==> config.mk <==
export PLATFORM = sky130hd
export DESIGN_NAME = sws_ram
export DESIGN_NICKNAME = d
export VERILOG_FILES = /design/src/rtl/core/sws_ram.sv
export SDC_FILE = /design/constraint.sdc
export NUM_CORES = 2
export LEC_CHECK = 0
export ABC_AREA = 1
export ABC_CLOCK_PERIOD_IN_PS = 3100
export BUFFER_PORTS_ARGS = -buffer_cell sky130_fd_sc_hd__buf_2
export CELL_PAD_IN_SITES_DETAIL_PLACEMENT = 0
export CELL_PAD_IN_SITES_GLOBAL_PLACEMENT = 1
export CORE_MARGIN = 3
export CORE_UTILIZATION = 30
export DETAILED_ROUTE_END_ITERATION = 16
export PLACE_DENSITY_LB_ADDON = 0.05
export SLEW_MARGIN = 20
export SYNTH_ARGS = -nofsm -noshare
export SYNTH_HDL_FRONTEND = slang
export SYNTH_MEMORY_MAX_BITS = 65536
export SYNTH_SLANG_ARGS = --single-unit
==> constraint.sdc <==
create_clock -name clk_i -period 3.1 [get_ports clk_i]
set_input_delay 0.62 -clock clk_i [delete_from_list [all_inputs] [get_ports clk_i]]
set_output_delay 0.62 -clock clk_i [all_outputs]
set_load 0.01 [all_outputs]
==> src/rtl/core/sws_ram.sv <==
// Generic single-port-write, single-port-read RAM with a registered read.
// No dependencies.
`default_nettype none

module sws_ram #(
  parameter int unsigned WIDTH = 17,
  parameter int unsigned DEPTH = 256
) (
  input  wire logic                     clk_i,
  input  wire logic                     we_i,
  input  wire logic [$clog2(DEPTH)-1:0] waddr_i,
  input  wire logic [WIDTH-1:0]         wdata_i,
  input  wire logic [$clog2(DEPTH)-1:0] raddr_i,
  output logic      [WIDTH-1:0]         rdata_o
);

  logic [WIDTH-1:0] mem_q [DEPTH];
  logic [WIDTH-1:0] rdata_q;

  always_ff @(posedge clk_i) begin
    if (we_i) begin
      mem_q[waddr_i] <= wdata_i;
    end
    rdata_q <= mem_q[raddr_i];
  end

  assign rdata_o = rdata_q;

endmodule

`default_nettype wire

==> summary.txt <==
outcome: finished clean
worst-skew pair later-pin latency: 1060 ps
Critical Setup Path Class: reg -> out
clock root buffer: clkbuf_16
Fmax achieved: 362 MHz
post-synthesis cell area: 176000 um2
Worst Reg-to-Reg Cells: 11
Rows: 280
layout cells sized above 1: 15.2%
RSZ-0062 raised after global routing: false
switching power share of the total: 23.7%
class of the most critical hold timing path: in -> reg
register area share after synthesis: 74.6%
I/O Pins: 52
Die Y: 771 um
total gr overflow: 0
antenna-violating nets left: 0
vias per cell: 4.98
CP max FO: 2
Yosys top cell area share: 74.4%
final period utilization: 89.1%
max-slew violations: 0
H-tree depth: 6
register area: 131000 um2
WL per Instance: 28.2 um
clk sinks: 4369
Max rail drop VDD: 0.000450 V
Worst-path clk slew: 60 ps
CP Capture Type: primary output
Critical Path AT: 2140 ps
internal power: 103 mW
Initial Util: 30.2%
CP max stage delay: 780 ps
CTS tree: done
slew at the pin with the worst max-slew slack: 1130 ps
routed wire length: 667000 um
Clk pwr share: 44.5%
worst hold stages: 1
Fillers: 56.2k
max_cap viols: 0
Hold Fails Final Rpt: 0
synthesized flop and latch total: 4369
most common cell after layout, fill and taps aside: nand2_1
min Tclk post-route: 2760 ps
top cells by area, synth: edfxtp_1, nand3_1, nand2_1, buf_2, nor2_1
antenna violations before repair: 45
via count: 118k
Total Routing Usage GR: 21.9%
Ys Warns: 0
P per Cell Area: 632 nW/um2
drt pass-1 iters: 6
syn_area_per_cell: 12.2 um2
Levels on crit path: 1
initial drt markers: 10.2k
setup_tns: 0 ps
chip width: 771 um
Num CTS Buffers: 529
most frequent cells in the layout: nand2_1, edfxtp_1, nand3_1, buf_4, clkbuf_16
area grow syn2layout: 21.9%
Die Footprint: 595000 um2
cell taking the most area after synthesis: edfxtp_1
core area: 583000 um2
sequential power share: 48.2%
delay-heaviest family, CP: flip-flops
Comb pwr share: 7.3%
DP HPWL: 419000 um
final setup violation count: 0
number of buffers added on ports: 51
net switching power: 32.1 mW
Post-Synthesis Cells: 14.4k
Clock Skew: 39.6 ps
Post-CTS Setup Inserts: 0
first-pass GRT wire length: 934000 um
vias in the first global route: 117k
Critical Path Source Type: flop
nets: 15.5k
clock buffer depth: 4
GPL Wtd Cong: 0.814
largest net degree at the start of global routing: 81
Cell Chain, Critical Path: buf_2
Bufs and invs on worst path: 1
multi-input logic area: 39800 um2
syn_nets: 14.5k
Critical Path RT: 2480 ps
WHS: 75.2 ps
Worst path slowest cell: dfxtp_1
DRC viols: 0
Leak Pwr: 75.5 nW
synth unique cells: 16
worst relative slew slack: 24.5%
==> power by group through the flow <==
stage / Combinational (mW) / Clock (mW) / Sequential, mW
CTS: 10.1 / 62.0 / 65.2
floorplan: 3.98 / 0 / 66.4
global route: 10.6 / 64.3 / 65.2
finish: 9.89 / 60.3 / 65.3
detailed placement: 10.1 / 0 / 66.5
global placement: 10.0 / 0 / 66.5
==> metal layers <==
| metal | part of all wire, % | track usage, % | routed length, um | vias up |
|---|---|---|---|---|
| met5 | 0.0018 | 0 | 12 | - |
| met4 | 2.0 | 4.40 | 13600 | 2 |
| met3 | 4.4 | 2.48 | 29300 | 682 |
| met2 | 47 | 36.2 | 316000 | 3086 |
| met1 | 46 | 31.3 | 308000 | 60400 |
| li1 | - | - | - | 53800 |
==> sequential cells by signal (all words and copies together), names as in the netlist <==
name,cells
mem_q,4352
rdata_o,17
==> final timing paths <==
| kind | startpoint | end | slack [ps] |
|---|---|---|---|
| setup / recovery | rdata_o[10]$_DFF_P_ | rdata_o[10] | 340 |
| hold / removal | wdata_i[16] | mem_q[210][16]$_DFFE_PP_ | 80 |
| setup reg to reg | mem_q[223][2]$_DFFE_PP_ | rdata_o[2]$_DFF_P_ | 680 |
| hold reg to reg | mem_q[16][2]$_DFFE_PP_ | rdata_o[2]$_DFF_P_ | 1040 |
==> Yosys cell counts <==
cell type / instances
inv_1: 32
buf_8: 2
nand2_1: 4472
nor2_1: 283
edfxtp_1: 4352
buf_1: 112
nand3_1: 4287
buf_4: 113
clkinv_1: 3
dfxtp_1: 17
buf_12: 1
inv_4: 2
buf_2: 566
clkbuf_1: 150
buf_6: 49
inv_2: 2
==> timing repair <==
action / 4_1_cts / 5_1_grt
hold buffers: 8 / 0
resized for setup: 0 / 0
endpoints found under the hold margin: 51 / 0
==> final cells by class <==
cell class | instances | area share, %
inverters | 39 | 0.0934
well taps | 7755 | 4.53
diodes | 20 | 0.0234
clock buffers | 678 | 6.65
clock inverters | 264 | 1.10
flip-flops and latches | 4369 | 61.1
repair buffers | 1501 | 7.88
multi-input cells | 9042 | 18.6
==> stage by stage <==
stage          power (mW)  utilization (%)  setup slack, ps  instance area, um2  std cells
2_1_floorplan        70.4                -              596              176000      14400
3_3_place_gp         76.5             33.9             -462              198000      22700
3_5_place_dp         76.5             33.9             -461              198000      22700
4_1_cts               137             36.8              119              214000      23600
5_1_grt               140             36.8              268              214000      23600
6_report              135             36.8              339              214000      23700
==> logic make-up after synthesis <==
| family | synth area share [%] |
|---|---|
| buffers and inverters | 3.08 |
| flip-flops | 74.6 |
| AND/OR/NAND/NOR | 22.4 |
(Power assumes the default switching activity.)
