===== src/rtl/core/sws_pkg.sv =====
// Package for the sliding window sender core.
// Holds the field widths, event and status codes and controller states.
// No dependencies.
`default_nettype none

package sws_pkg;

  localparam int unsigned SEQ_W      = 16;
  localparam int unsigned WIN_W      = 9;
  localparam int unsigned PKT_W      = 16;
  localparam int unsigned OP_W       = 3;
  localparam int unsigned STAT_W     = 2;
  localparam int unsigned RETRY_W    = 4;
  localparam int unsigned SLOT_OUT_W = 8;
  localparam int unsigned CFG_IDX_W  = 1;
  localparam int unsigned CFG_DATA_W = 16;
  localparam int unsigned MOD_STEP_W = 4;

  localparam int unsigned MAX_WINDOW_DEF  = 256;
  localparam int unsigned MAX_RETRIES_DEF = 10;
  localparam int unsigned INIT_SEQ_DEF    = 1;

  localparam logic [SEQ_W-1:0] LAST_CAP = 16'hFFFE;

  typedef enum logic [OP_W-1:0] {
    OP_START   = 3'd0,
    OP_SEND    = 3'd1,
    OP_ACK     = 3'd2,
    OP_NAK     = 3'd3,
    OP_CORRUPT = 3'd4,
    OP_TIMEOUT = 3'd5
  } op_e;

  typedef enum logic [STAT_W-1:0] {
    STAT_RUN    = 2'd0,
    STAT_DONE   = 2'd1,
    STAT_FAILED = 2'd2
  } status_e;

  typedef enum logic [CFG_IDX_W-1:0] {
    CFG_WINDOW_SIZE  = 1'b0,
    CFG_PACKET_COUNT = 1'b1
  } cfg_idx_e;

  typedef enum logic [2:0] {
    ST_CLEAR,
    ST_IDLE,
    ST_MOD,
    ST_RD,
    ST_CMP,
    ST_RESP
  } state_e;

endpackage

`default_nettype wire


===== src/rtl/core/sws_mod.sv =====
// Iterative remainder unit: restoring division, MOD_STEP_W quotient bits per cycle.
// Depends on sws_pkg for the bits retired per cycle.
`default_nettype none

module sws_mod #(
  parameter int unsigned NUM_W = 16,
  parameter int unsigned DEN_W = 9
) (
  input  wire logic             clk_i,
  input  wire logic             rst_ni,
  input  wire logic             start_i,
  input  wire logic [NUM_W-1:0] num_i,
  input  wire logic [DEN_W-1:0] den_i,
  output logic                  done_o,
  output logic      [DEN_W-1:0] rem_o
);

  localparam int unsigned STEP_W = sws_pkg::MOD_STEP_W;
  localparam int unsigned STEPS  = NUM_W / STEP_W;
  localparam int unsigned CNT_W  = $clog2(STEPS + 1);

  logic [NUM_W-1:0] num_q, num_d;
  logic [DEN_W-1:0] rem_q, rem_d;
  logic [CNT_W-1:0] cnt_q, cnt_d;
  logic             done_q, done_d;

  always_comb begin
    logic [NUM_W-1:0] n;
    logic [DEN_W-1:0] r;
    logic [DEN_W:0]   r_sh;
    n      = num_q;
    r      = rem_q;
    r_sh   = '0;
    num_d  = num_q;
    rem_d  = rem_q;
    cnt_d  = cnt_q;
    done_d = 1'b0;
    if (start_i) begin
      num_d = num_i;
      rem_d = '0;
      cnt_d = CNT_W'(STEPS);
    end else if (cnt_q != '0) begin
      for (int k = 0; k < STEP_W; k++) begin
        r_sh = {r, n[NUM_W-1]};
        n    = {n[NUM_W-2:0], 1'b0};
        if (r_sh >= {1'b0, den_i}) begin
          r_sh = r_sh - {1'b0, den_i};
        end
        r = r_sh[DEN_W-1:0];
      end
      num_d  = n;
      rem_d  = r;
      cnt_d  = cnt_q - CNT_W'(1);
      done_d = (cnt_q == CNT_W'(1));
    end
  end

  always_ff @(posedge clk_i or negedge rst_ni) begin
    if (!rst_ni) begin
      cnt_q  <= '0;
      done_q <= 1'b0;
    end else begin
      cnt_q  <= cnt_d;
      done_q <= done_d;
    end
  end

  always_ff @(posedge clk_i) begin
    num_q <= num_d;
    rem_q <= rem_d;
  end

  assign done_o = done_q;
  assign rem_o  = rem_q;

endmodule

`default_nettype wire


===== config.mk =====
export PLATFORM = sky130hd
export DESIGN_NAME = sws_mod
export DESIGN_NICKNAME = d
export VERILOG_FILES = /design/src/rtl/core/sws_pkg.sv /design/src/rtl/core/sws_mod.sv
export SDC_FILE = /design/constraint.sdc
export NUM_CORES = 1
export LEC_CHECK = 0
export ABC_AREA = 1
export ABC_CLOCK_PERIOD_IN_PS = 9700
export BUFFER_PORTS_ARGS = -buffer_cell sky130_fd_sc_hd__buf_2
export CAP_MARGIN = 20
export CORE_MARGIN = 2
export CORE_UTILIZATION = 56
export CTS_CLUSTER_DIAMETER = 30
export DETAILED_ROUTE_END_ITERATION = 12
export GPL_TIMING_DRIVEN = 0
export PLACE_DENSITY_LB_ADDON = 0.25
export SETUP_SLACK_MARGIN = 0.5
export SKIP_LAST_GASP = 1
export SYNTH_ARGS = -nofsm -noshare
export SYNTH_HDL_FRONTEND = slang
export SYNTH_SLANG_ARGS = --single-unit

===== constraint.sdc =====
create_clock -name clk_i -period 9.7 [get_ports clk_i]
set_input_delay 0.485 -clock clk_i [delete_from_list [all_inputs] [get_ports clk_i]]
set_output_delay 0.485 -clock clk_i [all_outputs]
set_load 0.01 [all_outputs]

==> metrics.txt <==
status finished, final reports clean; CP peak stage delay 480 ps; worst skew pair latency 280 ps; placer congestion estimate 0.944; EDFF count, synth 16; Most common cell on crit path nand2_1; initial antenna violation count 0; unrepaired setup endpoints after global routing false; DRC viols 0; Yosys reg bits 29; TritonCTS buffer count 5; Syn-to-layout area delta 11.5%; clock sink total 29; WL/cell 13.4 um; root buffer cell clkbuf_8; worst reg-to-reg setup slack 2120 ps; top_reg_cell synth edfxtp_1; CTS resizes 0; CTS H-tree lvls 2; post-synthesis sequential area ratio 0.221; share of cells above drive strength 1 0.147; Pins Over Slew Limit 0; FMAX 132 MHz; dpl ws 1980 ps; final net count 620; setup violators final 0; Die Ht 82.3 um; CTS tree built; pin count of the biggest net entering global routing 18; final antenna diode count 0; Avg Cell Area, Syn 6.81 um^2; port buffer count 37; Clock Pin Slew Worst Setup and Hold Paths 70 ps; Hold Crit Class input port to register; via count 3,243; drt via density 5.19; Syn Inst Count 504; Rel. slew slack 0.572; dpl hpwl 6660 um; Synth area leaders nand2_1 (19%), ha_1 (14%), edfxtp_1 (14%); vias in the first global route 3,050; Die ar. 0.00678 mm^2; maximum fanout along the worst path 10; CP Capture Type register; crit path time final 7580 ps; Post-DRT Antenna Nets 0; core outline area 0.00592 mm^2; Tcrit/Tclk final 0.782; Longest Clk Path Bufs 2; Critical Setup Path Class register to register; Netlist cell types 42; syn nets 575; final wirelength 8360 um; DIE WIDTH 82.3 um; Yosys top cell by area nand2_1; max_cap viols 0; Initial Util 0.580; setup TNS 0 ps; final setup margin 2120 ps; global-route wire length before repair 13,600 um; ys async rst share 0.138; crit path DAT 7760 ps; worst-path cell with the longest stage delay o21ai_0; Hold Fails Final Rpt 0; clk_skew 5.02 ps; iteration-0 DRC count of the detailed router 138; Detailed Routing Iterations Pass 1 5; grt total ovfl 0; Ys Warns 0; gr usage total 0.264; crit start category register; WP data required 9870 ps; IO Pins 38; Cell Area, Synth 0.00343 mm^2; Placement Rows 28; most common cell in the netlist nand2_1; synth cell count leaders nand2_1 (177), inv_1 (85), ha_1 (39), nand3_1 (30), a21oi_1 (19); Slew @ Worst Pin 642 ps; Synth top area share 0.193
==> final timing paths <==
check | start | end | cells past startpoint
max | num_q[15] | rem_o[3] | 48
min | num_i[2] | num_q[2] | 3
max reg2reg | num_q[15] | rem_o[3] | 48
min reg2reg | rem_o[8] | rem_o[8] | 2
max in group asynchronous | rst_ni | done_o | 2
min in group asynchronous | rst_ni | cnt_q[0] | 2
==> cells by family after synthesis <==
family / count (synthesis) / synth area share
buffers and inverters: 94 / 0.105
adder cells (fa/ha/maj): 43 / 0.165
XOR/XNOR: 24 / 0.0612
AO/OA/AOI/OAI: 51 / 0.0896
flip-flops: 29 / 0.221
AND/OR/NAND/NOR: 263 / 0.357
==> worst max-delay path, delay by kind of cell, from the launching register on <==
family                     cells  cell delay, ps
buffers and inverters          8             890
AOI/OAI and AO/OA              9            1800
and+or+nand+nor               26            2620
adders and majority gates      5            1790
DFF                            1             360
==> routing by layer <==
layer / share of wire / vias up / global-route usage
met3: 0.053 / 13 / 0.0402
met4: 0.020 / 0 / 0.0950
met1: 0.43 / 1455 / 0.332
li1: - / 1687 / -
met5: 0 / - / 0
met2: 0.50 / 88 / 0.456
==> stage by stage <==
step / hold WS, ps / cells / util / instance area, um^2
after floorplan: 189 / 504 / - / 3430
after global placement: 294 / 616 / 0.627 / 3710
after detailed placement: 294 / 616 / 0.627 / 3710
after CTS: 455 / 625 / 0.647 / 3830
after global routing: 457 / 625 / 0.647 / 3830
final: 461 / 625 / 0.647 / 3830
==> timing repair <==
action	CTS	global route
hold endpoints to repair	4	0
endpoints found under the setup margin	0	0
buffers inserted	0	0
hold buffers	1	0
==> final cells by class <==
type	count	area [um^2]
clock buffers	6	72.6
multi-input cells	381	2310
fillers	565	2090
plain buffers	6	27.5
flip-flops and latches	29	761
well taps	75	93.8
clock inverters	2	33.8
repair buffers	38	195
inverters	88	333
==> placed cells by master (no fill, tap or decap), types with 5 or more instances in the layout <==
master / n
edfxtp_1: 16
xor2_1: 13
buf_2: 38
nand3_1: 30
dfxtp_1: 9
a21oi_1: 19
clkbuf_8: 5
clkbuf_1: 5
ha_1: 39
nor2_1: 16
inv_1: 85
nand4_1: 9
xnor2_1: 11
nand2_2: 9
nand2_1: 177
o21ai_1: 8
o21ai_0: 8
nand2_4: 6
==> flip-flops by register name, summed over array words and instances, names as in the netlist <==
signal	count
num_q	16
done_o	1
cnt_q	3
rem_o	9
Power is not shown: default switching activity piles up to over one toggle a cycle in this logic, so the estimate is an artifact.
